$ cat config.mk
export PLATFORM = sky130hd
export DESIGN_NAME = modbus_rtu_response_checker_core
export DESIGN_NICKNAME = d
export VERILOG_FILES = /design/src/design/mrc_pkg.sv /design/src/design/mrc_frame.sv /design/src/design/mrc_result_reg.sv /design/src/design/modbus_rtu_response_checker_core.sv
export SDC_FILE = /design/constraint.sdc
export NUM_CORES = 1
export LEC_CHECK = 0
export ABC_CLOCK_PERIOD_IN_PS = 3300
export BUFFER_PORTS_ARGS = -buffer_cell sky130_fd_sc_hd__buf_2
export CORE_ASPECT_RATIO = 1.4
export CORE_MARGIN = 2
export CORE_UTILIZATION = 45
export CTS_CLUSTER_DIAMETER = 150
export DETAILED_ROUTE_END_ITERATION = 10
export SETUP_SLACK_MARGIN = 0.05
export SLEW_MARGIN = 25
export SYNTH_ARGS = -nofsm -noshare
export SYNTH_HDL_FRONTEND = slang
export SYNTH_HIERARCHICAL = 1
export SYNTH_SLANG_ARGS = --single-unit
$ cat constraint.sdc
create_clock -name clk -period 3.3 [get_ports clk]
set_input_delay 0.66 -clock clk [delete_from_list [all_inputs] [get_ports clk]]
set_output_delay 0.66 -clock clk [all_outputs]
set_load 0.01 [all_outputs]
$ cat src/design/mrc_pkg.sv
// Package: shared types, constants and CRC function for the Modbus RTU response checker.
`default_nettype none
package mrc_pkg;

  localparam int unsigned BYTE_W = 8;
  localparam int unsigned POS_W = 9;
  localparam int unsigned WORD_W = 16;
  localparam int unsigned CFG_IDX_W = 3;
  localparam int unsigned CFG_DATA_W = 11;

  localparam logic [WORD_W-1:0] CRC_INIT = 16'hFFFF;
  localparam logic [WORD_W-1:0] CRC_POLY = 16'hA001;

  localparam logic [POS_W-1:0] MIN_FRAME = 9'd5;
  localparam logic [POS_W-1:0] FAULT_MIN_LEN = 9'd7;
  localparam logic [POS_W-1:0] POS_ADDR = 9'd0;
  localparam logic [POS_W-1:0] POS_FUNC = 9'd1;
  localparam logic [POS_W-1:0] POS_COUNT = 9'd2;
  localparam logic [POS_W-1:0] POS_DATA = 9'd3;

  localparam logic [CFG_IDX_W-1:0] REG_EXP_ADDR = 3'd0;
  localparam logic [CFG_IDX_W-1:0] REG_EXP_FUNC = 3'd1;
  localparam logic [CFG_IDX_W-1:0] REG_EXP_COUNT = 3'd2;
  localparam logic [CFG_IDX_W-1:0] REG_WORD_IDX = 3'd3;
  localparam logic [CFG_IDX_W-1:0] REG_COIL_IDX = 3'd4;

  localparam logic [BYTE_W-1:0] FUNC_RESET = 8'h03;

  localparam logic [2:0] ST_OK = 3'd0;
  localparam logic [2:0] ST_LENGTH = 3'd1;
  localparam logic [2:0] ST_ADDRESS = 3'd2;
  localparam logic [2:0] ST_FUNCTION = 3'd3;
  localparam logic [2:0] ST_COUNT = 3'd4;
  localparam logic [2:0] ST_CRC = 3'd5;

  typedef struct packed {
    logic [BYTE_W-1:0] data_byte;
    logic last_byte;
  } in_req_t;

  typedef struct packed {
    logic [2:0] status;
    logic [POS_W-1:0] frame_length;
    logic [WORD_W-1:0] value_word;
    logic value_bit;
    logic [WORD_W-1:0] fault_word;
  } out_rsp_t;

  typedef struct packed {
    logic [BYTE_W-1:0] expected_address;
    logic [BYTE_W-1:0] expected_function;
    logic [BYTE_W-1:0] expected_byte_count;
    logic [6:0] value_word_index;
    logic [10:0] coil_index;
  } cfg_t;

  // CRC-16/MODBUS, one byte, reflected
  function automatic logic [WORD_W-1:0] crc16_byte(input logic [WORD_W-1:0] crc,
                                                   input logic [BYTE_W-1:0] b);
    logic [WORD_W-1:0] c;
    c = crc ^ {8'h00, b};
    for (int k = 0; k < 8; k++) begin
      if (c[0]) begin
        c = (c >> 1) ^ CRC_POLY;
      end else begin
        c = c >> 1;
      end
    end
    return c;
  endfunction

endpackage
`default_nettype wire

$ cat src/design/mrc_frame.sv
// Frame tracker: running CRC, byte captures and end-of-frame status.
`default_nettype none
module mrc_frame import mrc_pkg::*; #(
  parameter int MAX_FRAME = 256
) (
  input  wire logic     clk,
  input  wire logic     rst_n,
  input  wire logic     take_en,
  input  wire in_req_t  req,
  input  wire cfg_t     cfg,
  output logic          res_load,
  output out_rsp_t      res
);

  localparam logic [POS_W-1:0] MaxPos = POS_W'(MAX_FRAME);

  logic [POS_W-1:0]  pos_r, pos_nxt, pos_upd;
  logic [WORD_W-1:0] crc_r, crc_nxt, crc_upd;
  logic [BYTE_W-1:0] addr_r, addr_nxt, addr_upd;
  logic [BYTE_W-1:0] func_r, func_nxt, func_upd;
  logic [BYTE_W-1:0] count_r, count_nxt, count_upd;
  logic [WORD_W-1:0] value_r, value_nxt, value_upd;
  logic              bit_r, bit_nxt, bit_upd;
  logic [WORD_W-1:0] fault_r, fault_nxt, fault_upd;
  logic              ovf_r, ovf_nxt, ovf_upd;

  logic [POS_W-1:0]  vpos, cpos, fpos;
  logic [BYTE_W-1:0] b;
  logic [2:0]        status;

  assign b = req.data_byte;
  assign vpos = POS_DATA + {1'b0, cfg.value_word_index, 1'b0};
  assign cpos = POS_DATA + {1'b0, cfg.coil_index[10:3]};
  assign fpos = POS_FUNC + {1'b0, count_r[7:1], 1'b0};

  always_comb begin
    pos_upd = pos_r;
    crc_upd = crc_r;
    addr_upd = addr_r;
    func_upd = func_r;
    count_upd = count_r;
    value_upd = value_r;
    bit_upd = bit_r;
    fault_upd = fault_r;
    ovf_upd = ovf_r;
    if (pos_r < MaxPos) begin
      if (pos_r == POS_ADDR) begin
        addr_upd = b;
      end
      if (pos_r == POS_FUNC) begin
        func_upd = b;
      end
      if (pos_r == POS_COUNT) begin
        count_upd = b;
        // byte count below two: fault word is function and count bytes
        if (b[7:1] == 7'd0) begin
          fault_upd = {func_r, b};
        end
      end
      if (pos_r >= POS_DATA) begin
        if (pos_r == vpos) begin
          value_upd[15:8] = b;
        end
        if (pos_r == vpos + 9'd1) begin
          value_upd[7:0] = b;
        end
        if (pos_r == cpos) begin
          bit_upd = b[cfg.coil_index[2:0]];
        end
        if (pos_r == fpos) begin
          fault_upd[15:8] = b;
        end
        if (pos_r == fpos + 9'd1) begin
          fault_upd[7:0] = b;
        end
      end
      crc_upd = crc16_byte(crc_r, b);
      pos_upd = pos_r + 9'd1;
    end else begin
      ovf_upd = 1'b1;
    end
  end

  always_comb begin
    if (pos_upd < MIN_FRAME || ovf_upd) begin
      status = ST_LENGTH;
    end else if (cfg.expected_address != 8'd0 && addr_upd != cfg.expected_address) begin
      status = ST_ADDRESS;
    end else if (func_upd != cfg.expected_function) begin
      status = ST_FUNCTION;
    end else if (cfg.expected_byte_count != 8'd0 && count_upd != cfg.expected_byte_count) begin
      status = ST_COUNT;
    end else if (crc_upd != 16'd0) begin
      status = ST_CRC;
    end else begin
      status = ST_OK;
    end
  end

  always_comb begin
    res_load = take_en && req.last_byte;
    res.status = status;
    res.frame_length = pos_upd;
    res.value_word = (status == ST_OK) ? value_upd : 16'd0;
    res.value_bit = (status == ST_OK) ? bit_upd : 1'b0;
    res.fault_word = (status == ST_OK && pos_upd >= FAULT_MIN_LEN) ? fault_upd : 16'd0;
  end

  always_comb begin
    pos_nxt = pos_r;
    crc_nxt = crc_r;
    addr_nxt = addr_r;
    func_nxt = func_r;
    count_nxt = count_r;
    value_nxt = value_r;
    bit_nxt = bit_r;
    fault_nxt = fault_r;
    ovf_nxt = ovf_r;
    if (take_en) begin
      if (req.last_byte) begin
        pos_nxt = '0;
        crc_nxt = CRC_INIT;
        addr_nxt = '0;
        func_nxt = '0;
        count_nxt = '0;
        value_nxt = '0;
        bit_nxt = 1'b0;
        fault_nxt = '0;
        ovf_nxt = 1'b0;
      end else begin
        pos_nxt = pos_upd;
        crc_nxt = crc_upd;
        addr_nxt = addr_upd;
        func_nxt = func_upd;
        count_nxt = count_upd;
        value_nxt = value_upd;
        bit_nxt = bit_upd;
        fault_nxt = fault_upd;
        ovf_nxt = ovf_upd;
      end
    end
  end

  always_ff @(posedge clk) begin
    if (!rst_n) begin
      pos_r <= '0;
      crc_r <= CRC_INIT;
      addr_r <= '0;
      func_r <= '0;
      count_r <= '0;
      value_r <= '0;
      bit_r <= 1'b0;
      fault_r <= '0;
      ovf_r <= 1'b0;
    end else begin
      pos_r <= pos_nxt;
      crc_r <= crc_nxt;
      addr_r <= addr_nxt;
      func_r <= func_nxt;
      count_r <= count_nxt;
      value_r <= value_nxt;
      bit_r <= bit_nxt;
      fault_r <= fault_nxt;
      ovf_r <= ovf_nxt;
    end
  end

endmodule
`default_nettype wire

$ cat src/design/mrc_result_reg.sv
// Result register: holds one finished request result until downstream takes it.
`default_nettype none
module mrc_result_reg import mrc_pkg::*; (
  input  wire logic     clk,
  input  wire logic     rst_n,
  input  wire logic     res_load,
  input  wire out_rsp_t res,
  input  wire logic     out_stall,
  output logic          out_valid,
  output out_rsp_t      out_data,
  output logic          busy
);

  logic     valid_r, valid_nxt;
  out_rsp_t data_r, data_nxt;

  always_comb begin
    valid_nxt = valid_r && out_stall;
    data_nxt = data_r;
    if (res_load) begin
      valid_nxt = 1'b1;
      data_nxt = res;
    end
  end

  always_ff @(posedge clk) begin
    if (!rst_n) begin
      valid_r <= 1'b0;
    end else begin
      valid_r <= valid_nxt;
    end
  end

  always_ff @(posedge clk) begin
    data_r <= data_nxt;
  end

  assign out_valid = valid_r;
  assign out_data = data_r;
  assign busy = valid_r && out_stall;

endmodule
`default_nettype wire

$ cat src/design/modbus_rtu_response_checker_core.sv
// Top level: Modbus RTU response checker with configuration registers.
`default_nettype none
// Takes one response byte per cycle and keeps a running CRC-16/MODBUS; on the
// byte marked last it registers one result (status, length, selected word,
// coil bit, fault word) that appears on out_ the cycle after. Throughput is
// one byte per clock, set by the byte-wide CRC update between the frame state
// registers and the result register. Only a last byte is held off, and only
// while the previous result is still stalled. Configuration writes are always
// ready; write them while no frame is in progress.
module modbus_rtu_response_checker_core import mrc_pkg::*; #(
  parameter int MAX_FRAME = 256
) (
  input  wire logic                  clk,
  input  wire logic                  rst_n,
  input  wire logic                  in_valid,
  output logic                       in_stall,
  input  wire in_req_t               in_data,
  output logic                       out_valid,
  input  wire logic                  out_stall,
  output out_rsp_t                   out_data,
  input  wire logic                  cfg_valid,
  output logic                       cfg_ready,
  input  wire logic [CFG_IDX_W-1:0]  cfg_index,
  input  wire logic [CFG_DATA_W-1:0] cfg_data
);

  cfg_t     cfg_r, cfg_nxt;
  logic     take_en;
  logic     res_load;
  logic     busy;
  out_rsp_t res;

  assign cfg_ready = 1'b1;

  always_comb begin
    cfg_nxt = cfg_r;
    if (cfg_valid) begin
      case (cfg_index)
        REG_EXP_ADDR:  cfg_nxt.expected_address = cfg_data[7:0];
        REG_EXP_FUNC:  cfg_nxt.expected_function = cfg_data[7:0];
        REG_EXP_COUNT: cfg_nxt.expected_byte_count = cfg_data[7:0];
        REG_WORD_IDX:  cfg_nxt.value_word_index = cfg_data[6:0];
        REG_COIL_IDX:  cfg_nxt.coil_index = cfg_data[10:0];
        default:       cfg_nxt = cfg_r;
      endcase
    end
  end

  always_ff @(posedge clk) begin
    if (!rst_n) begin
      cfg_r.expected_address <= '0;
      cfg_r.expected_function <= FUNC_RESET;
      cfg_r.expected_byte_count <= '0;
      cfg_r.value_word_index <= '0;
      cfg_r.coil_index <= '0;
    end else begin
      cfg_r <= cfg_nxt;
    end
  end

  assign in_stall = busy && in_data.last_byte;
  assign take_en = in_valid && !in_stall;

  mrc_frame #(
    .MAX_FRAME(MAX_FRAME)
  ) u_frame (
    .clk      (clk),
    .rst_n    (rst_n),
    .take_en  (take_en),
    .req      (in_data),
    .cfg      (cfg_r),
    .res_load (res_load),
    .res      (res)
  );

  mrc_result_reg u_result (
    .clk       (clk),
    .rst_n     (rst_n),
    .res_load  (res_load),
    .res       (res),
    .out_stall (out_stall),
    .out_valid (out_valid),
    .out_data  (out_data),
    .busy      (busy)
  );

endmodule
`default_nettype wire
==> results.py, run 1 <==
metrics = {
    "run_status": {
        "status": "finished, final reports clean",
    },
    "detailed_routing": {
        "viasPerCell": 5.80,
        "wirelength_mm": 28.9,
        "drc": 0,
        "drt_iter0_drc": 738,
        "post_drt_wl_per_cell_um": 19.5,
        "routed-via-count": 8620,
        "dr.pass1.iters": 7,
        "ant_nets": 0,
    },
    "hold_path": {
        "hp-class": "input port to flop",
    },
    "placement": {
        "routabilityCongestion": 0.936,
        "placed_cell_area_mm2": 0.0109,
        "hpwl_mm": 21.2,
        "numPortBuffers": 74,
    },
    "global_route": {
        "grt_pass1_vias": 8238,
        "grt-ovfl-total": 0,
        "grt_max_degree": 50,
        "grt_pass1_wl_mm": 45.9,
        "track_usage_pct": 25.8,
        "antenna_found_initial": 0,
    },
    "pwr": {
        "power_mw": 5.00,
        "leakagePower_nw": 4.28,
        "ir_drop_mv": 0.369,
        "p_per_area_mw_per_mm2": 435,
    },
    "setup_path": {
        "worstPathMaxFanout": 21,
        "cp_cell_sequence": "nor4_1 > buf_4 > and3_1 > mux2i_1 > mux2_2 > a211oi_4 > nand4b_2 > buf_12 > buf_12 > nor4_2",
        "worst_path_max_delay_cell": "mux2_2",
        "required_ns": 3.56,
        "end_kind": "flop",
        "worst-setup-path-type": "flop to flop",
        "crit_top_cell": "buf_12",
        "start_kind": "flop",
        "slowest_delay_ns": 0.37,
        "cp.arrival_ns": 3.36,
    },
    "clocking": {
        "clock_path_buffers": 2,
        "postCtsHoldBufs": 0,
        "cts_tree": "built",
        "cts_sinks": 171,
        "worstSkewPairLatency_ns": 0.44,
        "cts_resized": 0,
        "post_cts_buffers": 0,
        "cts_made_buffers": 17,
        "root_buffer": "clkbuf_16",
        "htree_levels": 4,
        "clkTransAtPathRegs_ns": 0.07,
    },
    "logic_synthesis": {
        "yosysUniqueCellTypes": 82,
        "synth-main-ff-cell": "dfxtp_1",
        "yosysWarnings": 6,
        "async_reset_ff_share_pct": 0,
        "synth-edff-count": 45,
        "synthCells": 1086,
        "synth_seq_cells": 171,
        "synthesis.area_mm2": 0.00987,
        "yosysSeqAreaShare_pct": 39.2,
        "synthesis.nets": 1122,
        "synth.avg_cell_area_um2": 9.09,
    },
    "sta": {
        "final.period_utilization_pct": 94.0,
        "fmax_mhz": 322,
        "finalClockSkew_ns": 0.0112,
        "setup_viol": 0,
        "final.min_clock_period_ns": 3.10,
        "max_slew_margin_pct": 50.9,
        "worst_pin_slew_ns": 0.736,
        "finalMaxSlewViolations": 0,
        "rsz0062_at_grt": "false",
        "final-hold-violation-count": 0,
    },
    "floorplanning": {
        "pin_count": 76,
        "initial_core_util_pct": 45.5,
        "rows": 64,
        "dieArea_mm2": 0.0232,
        "core_area_mm2": 0.0217,
        "fp.dieW_um": 129,
        "die_h_um": 179,
    },
    "final_layout": {
        "num_antenna_cells": 0,
        "fill_cells": 2006,
        "layout.nets": 1211,
        "stdcell_area_mm2": 0.0115,
        "layout_commonest_cell": "dfxtp_1",
        "syn_to_final_growth_pct": 16.5,
        "drive_gt1_share_pct": 19.1,
        "layout_common_cells": "dfxtp_1 (125), nand2_1 (121), buf_4 (79), nor2_1 (77), buf_2 (74)",
    },
    "job": {
        "cap_violations": 0,
    },
}
[state kept, by name (all words and copies together) (netlist names)]
register and flops:
u_frame/ovf_r 1, cfg_r 42, u_frame/value_r 16, u_result/out_data 45, u_frame/bit_r 1, u_frame/count_r 8
u_frame/pos_r 9, u_frame/fault_r 16, u_frame/func_r 8, u_frame/crc_r 16, u_frame/addr_r 8, u_result/out_valid 1
[metrics by stage]
stage | TNS, ns | hold WS, ns | util, % | cells | setup slack [ns]
final | 0 | 0.460 | 53.0 | 1485 | 0.197
after global routing | 0 | 0.457 | 53.0 | 1485 | 0.0707
after CTS | 0 | 0.452 | 52.9 | 1485 | 0.117
after detailed placement | -0.0488 | 0.470 | 50.2 | 1453 | -0.0197
after global placement | 0 | 0.460 | 50.2 | 1453 | 0.0961
after floorplan | 0 | 0.435 | - | 1086 | 0.198
[layout make-up]
| class | count | area (um^2) | area share (%) |
|---|---|---|---|
| clock inverters | 13 | 141 | 1.23 |
| flip-flops and latches | 171 | 3870 | 33.7 |
| repair buffers | 157 | 1040 | 9.08 |
| multi-input cells | 793 | 5490 | 47.8 |
| well taps | 297 | 372 | 3.23 |
| clock buffers | 19 | 443 | 3.85 |
| inverters | 35 | 131 | 1.14 |
[per-layer routing]
metal	part of all wire, %	track usage [%]	wire length (um)
met4	4.4	12.2	1260
met1	43	33.6	12600
met2	47	42.0	13600
met3	5.0	3.88	1440
met5	0	0	0
[Yosys cell counts, types with 4 or more instances]
cell type | instances | share of area, %
xnor2_1 | 50 | 4.4
dfxtp_1 | 126 | 26
and2_1 | 14 | 0.89
a21oi_1 | 34 | 1.7
nor4_2 | 8 | 1.0
o211ai_1 | 8 | 0.61
buf_1 | 4 | 0.15
buf_6 | 5 | 0.57
o221ai_1 | 8 | 0.71
a31oi_1 | 8 | 0.51
clkbuf_1 | 58 | 2.2
buf_2 | 18 | 0.91
and3_1 | 7 | 0.44
o2bb2ai_1 | 17 | 1.5
a22oi_1 | 6 | 0.46
a211o_1 | 4 | 0.35
xor2_1 | 21 | 1.9
o21ai_0 | 33 | 1.7
or3_1 | 8 | 0.51
edfxtp_1 | 45 | 14
nand3_1 | 40 | 2.0
a2111oi_2 | 4 | 0.61
nor2b_1 | 12 | 0.76
mux2i_1 | 57 | 5.8
nor3_1 | 32 | 1.6
o21ai_1 | 5 | 0.25
nor3b_1 | 10 | 0.76
a2111oi_4 | 4 | 1.1
a211oi_1 | 10 | 0.76
o31a_1 | 9 | 0.80
a32oi_1 | 26 | 2.3
inv_1 | 35 | 1.3
nand3b_1 | 17 | 1.3
ha_1 | 8 | 1.0
nand2b_1 | 19 | 1.2
nor2_1 | 77 | 2.9
a2111oi_0 | 4 | 0.35
nor4_1 | 26 | 1.6
nand4_1 | 10 | 0.63
nand2_1 | 121 | 4.6
o22ai_1 | 11 | 0.70
[worst max-delay path, delay by kind of cell, from the launching register on]
kind                   cells  cell delay, ns
flip-flops                 1            0.31
AND/OR/NAND/NOR            4            1.07
multiplexers               2            0.58
AO/OA/AOI/OAI              1            0.31
buffers and inverters      3            0.64
[logic make-up (layout without fill, tap and decap cells)]
| family | count (synthesis) | in the layout | synth area share, % |
|---|---|---|---|
| AO/OA/AOI/OAI | 218 | 218 | 16.9 |
| other | 1 | 1 | 0.0380 |
| flip-flops | 171 | 171 | 39.2 |
| multiplexers | 62 | 62 | 6.58 |
| XOR/XNOR | 79 | 79 | 7.96 |
| buffers and inverters | 122 | 224 | 5.40 |
| adder cells (fa/ha/maj) | 8 | 8 | 1.01 |
| AND/OR/NAND/NOR | 425 | 425 | 22.8 |
[power breakdown]
part / internal [mW] / total, mW / switching, mW
sequential: 2.21 / 2.26 / 0.0551
combinational: 0.303 / 0.721 / 0.418
clock: 1.14 / 2.02 / 0.881
total: 3.65 / 5.00 / 1.35
[final timing paths]
path | start | endpoint | slack (ns) | depth (start not counted)
worst min-delay path | cfg_data[10] | cfg_r[10]$_SDFFE_PN0P_ | 0.46 | 3
worst max-delay path | u_frame/pos_r[2]$_SDFFE_PN0P_ | u_result/out_data[12]$_DFFE_PP_ | 0.20 | 10
worst max register to register | u_frame/pos_r[2]$_SDFFE_PN0P_ | u_result/out_data[12]$_DFFE_PP_ | 0.20 | 10
worst min register to register | u_frame/fault_r[3]$_SDFFE_PN0P_ | u_frame/fault_r[3]$_SDFFE_PN0P_ | 0.48 | 2
Power figures use the tool's default switching activity.
==> run 2, diff against run 1 <==
Settings changed: ABC_AREA set to 1.
==> run 2 against run 1 <==
- maximum frequency up 9.3%
- die area up 0.69%
- routed wire length down 6.0%
- via count up 5.4%
- critical endpoint is now u_result/out_data[11]$_DFFE_PP_
- largest cell class unchanged
- largest power group unchanged
==> results.py, run 2 <==
metrics = {
    "run_status": {
        "status": "finished, final reports clean",
    },
    "sta": {
        "finalClockSkew_ns": 0.00784,
        "final.period_utilization_pct": 86.0,
        "final.min_clock_period_ns": 2.84,
        "final-hold-violation-count": 0,
        "setup_viol": 0,
        "max_slew_margin_pct": 46.4,
        "worst_pin_slew_ns": 0.803,
        "whs_ns": 0.435,
        "rsz0062_at_grt": "false",
        "fin_tns_setup_ns": 0,
        "finalMaxSlewViolations": 0,
        "fmax_mhz": 352,
    },
    "global_route": {
        "grt-ovfl-total": 0,
        "grt_pass1_wl_mm": 42.8,
        "antenna_found_initial": 0,
        "track_usage_pct": 23.6,
        "grt_max_degree": 76,
        "grt_pass1_vias": 8143,
    },
    "logic_synthesis": {
        "synth.avg_cell_area_um2": 7.02,
        "synth.most_common_cell": "nand2_1",
        "synth_seq_cells": 171,
        "synth-edff-count": 45,
        "synth-main-ff-cell": "dfxtp_1",
        "synth_area_leader_cell": "dfxtp_1",
        "async_reset_ff_share_pct": 0,
        "yosysWarnings": 6,
        "yosysUniqueCellTypes": 49,
        "synth.area.top_cells": "dfxtp_1 (25%), nand2_1 (16%), edfxtp_1 (14%), nor2_1 (6.0%), inv_1 (5.2%)",
        "synthesis.nets": 1452,
        "synth_commonest_cells": "nand2_1 (426), nor2_1 (160), inv_1 (139), dfxtp_1 (126), nand3_1 (92)",
        "yosysSeqAreaShare_pct": 39.0,
        "synthesis.area_mm2": 0.00994,
        "synthCells": 1416,
        "yosysTopAreaCellShare_pct": 25.4,
    },
    "clocking": {
        "clock_path_buffers": 2,
        "post_cts_buffers": 0,
        "cts_tree": "built",
        "clkTransAtPathRegs_ns": 0.07,
        "cts_resized": 0,
        "cts_made_buffers": 17,
        "postCtsHoldBufs": 0,
        "cts_sinks": 171,
        "worstSkewPairLatency_ns": 0.45,
        "root_buffer": "clkbuf_16",
        "htree_levels": 4,
    },
    "hold_path": {
        "hold_depth": 3,
        "hp-class": "input port to flop",
        "holdPathEnd": "cfg_r[26]$_SDFFE_PN1P_",
        "hold_start": "cfg_data[0]",
    },
    "detailed_routing": {
        "drc": 0,
        "wirelength_mm": 27.2,
        "ant_nets": 0,
        "routed-via-count": 9086,
        "drt_iter0_drc": 571,
        "viasPerCell": 5.10,
        "post_drt_wl_per_cell_um": 15.3,
        "dr.pass1.iters": 5,
    },
    "setup_path": {
        "r2r_start": "u_frame/pos_r[0]$_SDFFE_PN0P_",
        "timing.rr.end": "u_result/out_data[11]$_DFFE_PP_",
        "cp.arrival_ns": 3.16,
        "worstPathMaxFanout": 12,
        "reg2reg_depth": 17,
        "r2r_slack_ns": 0.46,
        "start_kind": "flop",
        "required_ns": 3.62,
        "end_kind": "flop",
        "worst-setup-path-type": "flop to flop",
    },
    "final_layout": {
        "final_cells": 1782,
        "largest_reg_flops": 45,
        "layout.nets": 1508,
        "stdcell_area_mm2": 0.0111,
        "layout_commonest_cell": "nand2_1",
        "num_antenna_cells": 0,
        "drive_gt1_share_pct": 14.4,
        "syn_to_final_growth_pct": 12.0,
        "layout_common_cells": "nand2_1 (426), nor2_1 (158), inv_1 (136), dfxtp_1 (126), nand3_1 (92)",
    },
    "floorplanning": {
        "fp.dieW_um": 130,
        "rows": 64,
        "core_area_mm2": 0.0218,
        "die_h_um": 180,
        "dieArea_mm2": 0.0233,
        "initial_core_util_pct": 45.6,
        "pin_count": 76,
    },
    "placement": {
        "placed_cells": 1750,
        "placed_cell_area_mm2": 0.0106,
        "routabilityCongestion": 0.904,
        "hpwl_mm": 19.8,
        "numPortBuffers": 74,
    },
    "pwr": {
        "ir_drop_mv": 0.388,
        "leakagePower_nw": 4.81,
        "p_per_area_mw_per_mm2": 433,
        "power_mw": 4.82,
    },
    "job": {
        "cap_violations": 0,
    },
}
[run 2: cell types whose count changed in the layout (fill, tap and decap cells not counted), sizes merged, moves of 19 or more]
| cell | delta |
|---|---|
| a32oi | -26 |
| mux2i | -57 |
| nor3 | -19 |
| inv | +120 |
| a21oi | +46 |
| nor4 | -29 |
| xnor2 | -40 |
| nand2 | +317 |
| buf | -56 |
| nor2 | +109 |
| o21ai | +22 |
| nand3 | +59 |
[run 2: logic make-up (layout without fill, tap and decap cells)]
logic type | count (synthesis) | count (layout) | share of synthesized area [%]
other cells | 1 | 1 | 0.0377
xor+xnor | 52 | 52 | 4.58
fa+ha+maj | 8 | 8 | 1.01
buf+inv | 221 | 290 | 9.39
compound gates | 190 | 190 | 11.1
flops | 171 | 171 | 39.0
simple gates | 773 | 773 | 34.9
[run 2: layout make-up]
| type | instances | area, um^2 |
|---|---|---|
| Inverter | 157 | 592 |
| Tap cell | 297 | 372 |
| Timing Repair Buffer | 101 | 586 |
| Fill cell | 2253 | 10600 |
| Clock buffer | 17 | 425 |
| Sequential cell | 171 | 3870 |
| Clock inverter | 15 | 143 |
| Multi-Input combinational cell | 1024 | 5140 |
[run 2: metrics by stage]
stage | setup slack, ns | util, %
floorplan | 0.250 | -
global placement | 0.487 | 48.5
detailed placement | 0.495 | 48.5
CTS | 0.465 | 51.1
global route | 0.200 | 51.1
finish | 0.461 | 51.1
[run 2: how the worst max path moves through the flow]
stage                                              from                              end  cells past startpoint
after global placement    u_frame/pos_r[0]$_SDFFE_PN0P_  u_result/out_data[13]$_DFFE_PP_                     17
after floorplan                               out_stall    u_frame/pos_r[8]$_SDFFE_PN0P_                     12
final                     u_frame/pos_r[0]$_SDFFE_PN0P_  u_result/out_data[11]$_DFFE_PP_                     17
after detailed placement  u_frame/pos_r[0]$_SDFFE_PN0P_  u_result/out_data[11]$_DFFE_PP_                     18
after CTS                 u_frame/pos_r[0]$_SDFFE_PN0P_   u_result/out_data[5]$_DFFE_PP_                     19
after global routing      u_frame/pos_r[0]$_SDFFE_PN0P_  u_result/out_data[11]$_DFFE_PP_                     19
[run 2: power by group]
part	switching [mW]	internal, mW
Combinational	0.411	0.186
Clock	0.919	1.05
Sequential	0.0443	2.21
[run 2: critical path: stages (launching register included)]
cell     delay (ns)
dfxtp_1        0.49
inv_1          0.18
ha_1           0.25
nand2_1        0.16
nor2_8         0.09
nand2_4        0.16
nand2_1        0.09
nand2_1        0.10
xor2_1         0.15
nand2_1        0.07
nor2_1         0.08
nand2_1        0.06
nand2_2        0.12
nand2_2        0.10
nor2_8         0.13
nand4_4        0.19
buf_12         0.22
nor2_4         0.07
[run 2: routing by layer]
metal  GRT usage, %  wire length (um)  up-vias
met5              0                 0        -
met4           8.69               790        0
met3           3.60              1190       46
met2           40.7             13500      231
met1           29.5             11600     4172
li1               -                 -     4637
